`config.mk`:
```
export PLATFORM = sky130hd
export DESIGN_NAME = hsv_to_rgb_converter
export DESIGN_NICKNAME = d
export VERILOG_FILES = /design/src/rtl/core/hsvrgb_pkg.sv /design/src/rtl/core/hsvrgb_scale.sv /design/src/rtl/core/hsv_to_rgb_converter.sv
export SDC_FILE = /design/constraint.sdc
export NUM_CORES = 2
export LEC_CHECK = 0
export ABC_CLOCK_PERIOD_IN_PS = 6420
export BUFFER_PORTS_ARGS = -buffer_cell sky130_fd_sc_hd__buf_4
export CORE_MARGIN = 2
export CORE_UTILIZATION = 60
export CTS_BUF_LIST = sky130_fd_sc_hd__clkbuf_2
export DETAILED_ROUTE_END_ITERATION = 10
export HOLD_SLACK_MARGIN = 0.08
export PLACE_DENSITY = 0.77
export RECOVER_POWER = 50
export SLEW_MARGIN = 20
export SYNTH_ARGS = -nofsm -noshare
export SYNTH_HDL_FRONTEND = slang
export SYNTH_SLANG_ARGS = --single-unit
```
`constraint.sdc`:
```
create_clock -name clk -period 6.42 [get_ports clk]
set_input_delay 0.963 -clock clk [delete_from_list [all_inputs] [get_ports clk]]
set_output_delay 0.963 -clock clk [all_outputs]
set_load 0.05 [all_outputs]
```
`src/rtl/core/hsvrgb_pkg.sv`:
```
`timescale 1ns / 1ps

package hsvrgb_pkg;

    localparam int HUE_W  = 9;
    localparam int PCT_W  = 7;
    localparam int CHAN_W = 8;
    localparam int PROD_W = 14;
    localparam int K_W    = 6;
    localparam int NUM_W  = 20;
    localparam int Y_W    = 24;
    localparam int Z_W    = 18;
    localparam int MUL_W  = 36;

    localparam logic [HUE_W-1:0] HUE_MAX = 9'd360;
    localparam logic [PCT_W-1:0] PCT_MAX = 7'd100;

    // Reciprocal of 625 scaled by 2**27, rounded up; exact for all quotients needed here.
    localparam logic [Z_W-1:0] RECIP_625 = 18'd214749;
    localparam int RECIP_SHIFT = 27;

    typedef logic [2:0] sector_t;

    localparam sector_t SECT_RED_YELLOW    = 3'd0;
    localparam sector_t SECT_YELLOW_GREEN  = 3'd1;
    localparam sector_t SECT_GREEN_CYAN    = 3'd2;
    localparam sector_t SECT_CYAN_BLUE     = 3'd3;
    localparam sector_t SECT_BLUE_MAGENTA  = 3'd4;
    localparam sector_t SECT_MAGENTA_RED   = 3'd5;

    typedef struct packed {
        logic load_z;
        logic load_q;
    } scale_ctl_t;

endpackage

```
`src/rtl/core/hsvrgb_scale.sv`:
```
`timescale 1ns / 1ps

module hsvrgb_scale (
    input  logic                           clk,
    input  hsvrgb_pkg::scale_ctl_t         ctl,
    input  logic [hsvrgb_pkg::NUM_W-1:0]   num,
    output logic [hsvrgb_pkg::CHAN_W-1:0]  chan
);
    import hsvrgb_pkg::*;

    // The channel is floor(num * 255 / 600000) = floor(floor(num * 17 / 64) / 625).
    logic [Y_W-1:0]    y;
    logic [Z_W-1:0]    z_next;
    logic [Z_W-1:0]    z_reg;
    logic [MUL_W-1:0]  prod;
    logic [CHAN_W-1:0] q_next;
    logic [CHAN_W-1:0] q_reg;

    assign y      = ({{(Y_W-NUM_W){1'b0}}, num} << 4) + {{(Y_W-NUM_W){1'b0}}, num};
    assign z_next = y[Y_W-1:Y_W-Z_W];
    assign prod   = {{(MUL_W-Z_W){1'b0}}, z_reg} * {{(MUL_W-Z_W){1'b0}}, RECIP_625};
    assign q_next = prod[RECIP_SHIFT+CHAN_W-1:RECIP_SHIFT];

    always_ff @(posedge clk)
    begin
        if (ctl.load_z)
        begin
            z_reg <= z_next;
        end
        if (ctl.load_q)
        begin
            q_reg <= q_next;
        end
    end

    assign chan = q_reg;

endmodule

```
`src/rtl/core/hsv_to_rgb_converter.sv`:
```
`timescale 1ns / 1ps

// HSV to RGB pixel converter.
// The input channel carries one pixel per transaction: hue_degrees (0 to 360),
// saturation_pct and value_pct (0 to 100), qualified by in_valid and in_ready.
// The output channel carries red, green, blue and range_error per transaction,
// qualified by out_valid and out_ready. Any input out of range yields black with
// range_error set.
// A pixel passes from its input transaction to the output through five
// register stages: the range check and s*v product, the chroma and offset
// products, the scaling by 17/64, the reciprocal multiply by 1/625 and the
// channel selection. One pixel is accepted per clock cycle while out_ready is high.
// When the receiver stalls, the pipeline holds its contents and keeps accepting
// transactions until every stage is occupied; in_ready then falls, and nothing is
// lost or repeated.
// Reset empties the pipeline: out_valid goes low and in_ready is high afterwards.
module hsv_to_rgb_converter (
    input  logic                            clk,
    input  logic                            rst_n,
    input  logic                            in_valid,
    output logic                            in_ready,
    input  logic [hsvrgb_pkg::HUE_W-1:0]    hue_degrees,
    input  logic [hsvrgb_pkg::PCT_W-1:0]    saturation_pct,
    input  logic [hsvrgb_pkg::PCT_W-1:0]    value_pct,
    output logic                            out_valid,
    input  logic                            out_ready,
    output logic [hsvrgb_pkg::CHAN_W-1:0]   red,
    output logic [hsvrgb_pkg::CHAN_W-1:0]   green,
    output logic [hsvrgb_pkg::CHAN_W-1:0]   blue,
    output logic                            range_error
);
    import hsvrgb_pkg::*;

    logic valid1_reg, valid2_reg, valid3_reg, valid4_reg, valid5_reg;
    logic rdy1, rdy2, rdy3, rdy4, rdy5;

    logic              err1_next, err1_reg, err2_reg, err3_reg, err4_reg;
    sector_t           sector1_next, sector1_reg, sector2_reg, sector3_reg, sector4_reg;
    logic [HUE_W-1:0]  base_deg;
    logic [HUE_W-1:0]  k_full;
    logic [K_W-1:0]    k1_reg;
    logic [PROD_W-1:0] p1_next, p1_reg;
    logic [PCT_W-1:0]  val1_reg;

    logic [PROD_W-1:0] diff2;
    logic [NUM_W-1:0]  mn2_next, mn2_reg;
    logic [NUM_W-1:0]  xn2_next, xn2_reg;
    logic [NUM_W-1:0]  a2_next, a2_reg;
    logic [NUM_W-1:0]  bx2;

    scale_ctl_t        scale_ctl;
    logic [CHAN_W-1:0] qa, qb, qm;

    logic [CHAN_W-1:0] red_next, green_next, blue_next;
    logic [CHAN_W-1:0] red_reg, green_reg, blue_reg;
    logic              err5_reg;

    assign rdy5     = !valid5_reg || out_ready;
    assign rdy4     = !valid4_reg || rdy5;
    assign rdy3     = !valid3_reg || rdy4;
    assign rdy2     = !valid2_reg || rdy3;
    assign rdy1     = !valid1_reg || rdy2;
    assign in_ready = rdy1;

    always_ff @(posedge clk or negedge rst_n)
    begin
        if (!rst_n)
        begin
            valid1_reg <= 1'b0;
            valid2_reg <= 1'b0;
            valid3_reg <= 1'b0;
            valid4_reg <= 1'b0;
            valid5_reg <= 1'b0;
        end
        else
        begin
            if (rdy1)
            begin
                valid1_reg <= in_valid;
            end
            if (rdy2)
            begin
                valid2_reg <= valid1_reg;
            end
            if (rdy3)
            begin
                valid3_reg <= valid2_reg;
            end
            if (rdy4)
            begin
                valid4_reg <= valid3_reg;
            end
            if (rdy5)
            begin
                valid5_reg <= valid4_reg;
            end
        end
    end

    // Stage 1: range check, sector, distance into the sector and the s*v product.
    assign err1_next = (hue_degrees > HUE_MAX) || (saturation_pct > PCT_MAX)
                       || (value_pct > PCT_MAX);

    always_comb
    begin
        case (hue_degrees) inside
            [9'd0:9'd59]:    sector1_next = SECT_RED_YELLOW;
            [9'd60:9'd119]:  sector1_next = SECT_YELLOW_GREEN;
            [9'd120:9'd179]: sector1_next = SECT_GREEN_CYAN;
            [9'd180:9'd239]: sector1_next = SECT_CYAN_BLUE;
            [9'd240:9'd299]: sector1_next = SECT_BLUE_MAGENTA;
            default:         sector1_next = SECT_MAGENTA_RED;
        endcase
    end

    assign base_deg = {{(HUE_W-3){1'b0}}, sector1_next} * 9'd60;
    assign k_full   = sector1_next[0] ? (base_deg + 9'd60 - hue_degrees)
                                      : (hue_degrees - base_deg);
    assign p1_next  = {{(PROD_W-PCT_W){1'b0}}, saturation_pct}
                      * {{(PROD_W-PCT_W){1'b0}}, value_pct};

    always_ff @(posedge clk)
    begin
        if (rdy1)
        begin
            err1_reg    <= err1_next;
            sector1_reg <= sector1_next;
            k1_reg      <= k_full[K_W-1:0];
            p1_reg      <= p1_next;
            val1_reg    <= value_pct;
        end
    end

    // Stage 2: numerators over 600000 for the offset m, for X and for C + m.
    assign diff2    = {{(PROD_W-PCT_W){1'b0}}, val1_reg} * 14'd100 - p1_reg;
    assign mn2_next = {{(NUM_W-PROD_W){1'b0}}, diff2} * 20'd60;
    assign xn2_next = {{(NUM_W-K_W){1'b0}}, k1_reg} * {{(NUM_W-PROD_W){1'b0}}, p1_reg};
    assign a2_next  = {{(NUM_W-PCT_W){1'b0}}, val1_reg} * 20'd6000;

    always_ff @(posedge clk)
    begin
        if (rdy2)
        begin
            err2_reg    <= err1_reg;
            sector2_reg <= sector1_reg;
            mn2_reg     <= mn2_next;
            xn2_reg     <= xn2_next;
            a2_reg      <= a2_next;
        end
    end

    // Stages 3 and 4: scaling of the three distinct channel levels.
    assign bx2              = xn2_reg + mn2_reg;
    assign scale_ctl.load_z = rdy3;
    assign scale_ctl.load_q = rdy4;

    hsvrgb_scale u_scale_a (
        .clk  (clk),
        .ctl  (scale_ctl),
        .num  (a2_reg),
        .chan (qa)
    );

    hsvrgb_scale u_scale_b (
        .clk  (clk),
        .ctl  (scale_ctl),
        .num  (bx2),
        .chan (qb)
    );

    hsvrgb_scale u_scale_m (
        .clk  (clk),
        .ctl  (scale_ctl),
        .num  (mn2_reg),
        .chan (qm)
    );

    always_ff @(posedge clk)
    begin
        if (rdy3)
        begin
            err3_reg    <= err2_reg;
            sector3_reg <= sector2_reg;
        end
        if (rdy4)
        begin
            err4_reg    <= err3_reg;
            sector4_reg <= sector3_reg;
        end
    end

    // Stage 5: place the levels in the channels by sector.
    always_comb
    begin
        case (sector4_reg)
            SECT_RED_YELLOW:
            begin
                red_next = qa; green_next = qb; blue_next = qm;
            end
            SECT_YELLOW_GREEN:
            begin
                red_next = qb; green_next = qa; blue_next = qm;
            end
            SECT_GREEN_CYAN:
            begin
                red_next = qm; green_next = qa; blue_next = qb;
            end
            SECT_CYAN_BLUE:
            begin
                red_next = qm; green_next = qb; blue_next = qa;
            end
            SECT_BLUE_MAGENTA:
            begin
                red_next = qb; green_next = qm; blue_next = qa;
            end
            default:
            begin
                red_next = qa; green_next = qm; blue_next = qb;
            end
        endcase
        if (err4_reg)
        begin
            red_next   = '0;
            green_next = '0;
            blue_next  = '0;
        end
    end

    always_ff @(posedge clk)
    begin
        if (rdy5)
        begin
            red_reg   <= red_next;
            green_reg <= green_next;
            blue_reg  <= blue_next;
            err5_reg  <= err4_reg;
        end
    end

    assign out_valid   = valid5_reg;
    assign red         = red_reg;
    assign green       = green_reg;
    assign blue        = blue_reg;
    assign range_error = err5_reg;

endmodule

```
==> summary.md <==
| Metric | Value |
|---|---|
| Status | finished with violations |
| Violated checks | capacitance limit, slew limit |
| Syn_area_per_cell | 10.3 um^2 |
| Die Ht | 243 um |
| Routed WL | 71000 um |
| Final max-slew violation count | 182 |
| Clock Path Buffers | 3 |
| Worst Hold Class | input port to flip-flop |
| Initial antenna violation count | 1 |
| Htree depth | 2 |
| Cell variety after synth | 79 |
| DRT Pass-1 Iters | 6 |
| Worst EP required | 7.18 ns |
| Nets | 4614 |
| Normalized max-slew margin | -126% |
| HPWL after DPL | 61400 um |
| Die Wd | 243 um |
| Via count | 22.9k |
| Worst-Margin Slew | 3.40 ns |
| GPL Wtd Cong | 0.946 |
| Core area | 56500 um^2 |
| Post-route ant nets | 0 |
| Met1 wire length | 31700 um |
| Synthesized instance count | 3350 |
| TritonCTS Buffers | 54 |
| Unrepaired setup endpoints after global routing | no |
| Boundary Pins | 54 |
| Met2 wire length | 33400 um |
| TritonCTS clock tree | yes |
| Post-Syn Area | 34300 um^2 |
| Root Driver | clkbuf_2 |
| Async SR Flop Fraction | 2.44% |
| Initial drt markers | 1401 |
| Worst EP arrival | 6.80 ns |
| Setup tns final | 0 ns |
| Clk_lat worst skew | 1.03 ns |
| Pin count of the biggest net entering global routing | 60 |
| Layout area overhead | 5.32% |
| R2R cell count | 24 |
| R2R setup slack | 0.38 ns |
| Hold Fails Final Rpt | 0 |
| Share of cells above drive strength 1 | 4.50% |
| Syn_nets | 4515 |
| Post-layout util | 64.0% |
| Clock skew | 0.115 ns |
| Number of synthesized flops with an enable pin | 200 |
| Highest metal used | met4 |
| Seq/Total Area, Yosys | 17.9% |
| Yosys warning count | 0 |
| Fmax | 166 MHz |
| Die area | 59200 um^2 |
| Clock Sinks | 205 |
| Area post-placement | 35700 um^2 |
| Yosys reg bits | 205 |
| Crit Path Class | flip-flop to flip-flop |
| Fin area | 36200 um^2 |
| Post-Place Setup Slack | 0.142 ns |
| FF-to-FF Start | val1_reg[3] |
| Cell Rows | 87 |
| Minimum clock period | 6.04 ns |
| Met3 wire len | 4020 um |
| Top_reg_cell synth | edfxtp_1 |
| Post-route setup slack | 0.381 ns |
| Clock transition at path regs | 0.11 ns |
| Fillers | 4510 |
| Worst setup path end | mn2_reg[19] |
| Total global routing overflow | 0 |
| All-layer global routing usage | 24.9% |
| Vias/cell | 5.39 |
| Vias in the first global route | 23.9k |
| Final setup vio count | 0 |
| DRC viols | 0 |
| Max FFs per register | 20 |
| Wirelength per Cell | 16.7 um |
| R2R Path End | mn2_reg[19] |
| Starting Density | 60.8% |
| Crit share post-route | 94.1% |
| Global-route wire length before repair | 118000 um |
| PortBufs | 53 |
| CP Max Fanout | 5 |
| Critical path origin | val1_reg[3] |
| CP startpoint kind | flip-flop |
| Max-cap check violation count | 4 |
| Critical Path Sink Type | flip-flop |
-- worst max-delay path, stage by stage, from the launching register on --
cell and delay [ns]:
edfxtp_1 0.47, ha_1 0.36, ha_1 0.30, fa_1 0.45, ha_1 0.33, xor2_1 0.17, ha_1 0.22, or3_1 0.34
o21ai_0 0.08, a31o_2 0.17, o21bai_1 0.08, a21oi_2 0.23, xor2_4 0.21, xnor2_1 0.19, xnor2_1 0.14, fa_1 0.54
inv_1 0.05, ha_1 0.33, o21ai_0 0.16, nand2b_1 0.09, a21o_1 0.22, a21boi_0 0.14, a41oi_2 0.25, mux2i_1 0.22
o2111ai_1 0.14
-- layout by cell type (no fill, tap or decap), types with 7 or more instances in the layout --
cell,netlist,routed
clkinv_1,1,10
fa_1,501,501
nor2b_1,23,23
o22a_1,8,8
a21boi_0,7,7
clkbuf_1,16,13
a31oi_1,11,11
nand4_1,14,14
a22oi_1,10,10
inv_1,888,887
buf_4,0,51
nor3_1,36,36
xor2_1,48,48
o211ai_1,12,12
a21o_1,41,41
nand3_1,30,30
o21bai_1,13,13
mux2i_1,11,11
xnor2_1,121,121
a2111oi_0,8,8
o21ai_0,68,68
nand2_1,171,171
edfxtp_1,200,200
o21a_1,23,23
or3_1,8,8
nand2b_1,14,14
and2_1,49,43
and3_1,9,9
a211oi_1,14,14
o2111ai_1,10,10
ha_1,637,637
a21oi_1,116,116
clkbuf_2,0,76
nor2_1,113,113
o22ai_1,9,9
clkinv_2,0,8
o221ai_1,9,9
-- repair_timing --
action	in CTS	in global routing
gates resized for setup	0	2
hold endpoints to repair	5	0
endpoints found under the setup margin	0	1
buffers inserted	0	4
hold buffers	1	0
-- cells in the mapped netlist, types with 23 or more instances --
cell type	n	area share, %
a21oi_1	116	1.7
nor3_1	36	0.52
xnor2_1	121	3.1
nor2b_1	23	0.42
edfxtp_1	200	17
o21ai_0	68	0.99
nor2_1	113	1.2
ha_1	637	23
xor2_1	48	1.2
nand3_1	30	0.44
nand2_1	171	1.9
inv_1	888	9.7
a21o_1	41	0.90
and2_1	49	0.89
o21a_1	23	0.50
fa_1	501	29
-- through the flow --
stage	hold WS [ns]	cells
6_report	0.209	4246
5_1_grt	0.162	4246
4_1_cts	0.103	4241
3_5_place_dp	0.408	4144
3_3_place_gp	0.403	4144
2_1_floorplan	0.400	3350
-- cell families after synthesis --
logic type	synth area share, %
adders and majority gates	52.5
buffers and inverters	9.98
and+or+nand+nor	7.04
AOI/OAI and AO/OA	7.92
DFF	17.9
xor gates and xnor gates	4.36
muxes	0.321
-- cell type report --
class / count / area, um^2 / area share, %
Multi-Input combinational cell: 2233 / 24800 / 68.6
Sequential cell: 205 / 6130 / 17.0
Inverter: 890 / 3340 / 9.24
Tap cell: 756 / 946 / 2.62
Timing Repair Buffer: 65 / 442 / 1.22
Clock buffer: 76 / 380 / 1.05
Clock inverter: 20 / 124 / 0.342
Antenna cell: 1 / 2.50 / 0.00692
-- metal layers --
layer / global-route usage, % / up-vias
met5: 0 / -
li1: - / 11065
met1: 34.2 / 11103
met2: 40.9 / 581
met4: 6.98 / 0
met3: 4.00 / 119
-- worst min-delay path by stage --
stage,startpoint,to,slack (ns),depth (start not counted)
after global routing,in_valid,valid1_reg,0.16,2
final,in_valid,valid1_reg,0.21,2
after floorplan,err1_reg,err2_reg,0.40,0
after CTS,in_valid,valid1_reg,0.10,2
after detailed placement,err1_reg,err2_reg,0.41,0
after global placement,sector3_reg[2],sector4_reg[2],0.40,0
Power is not shown: default switching activity piles up to over one toggle a cycle in this logic, so the estimate is an artifact.
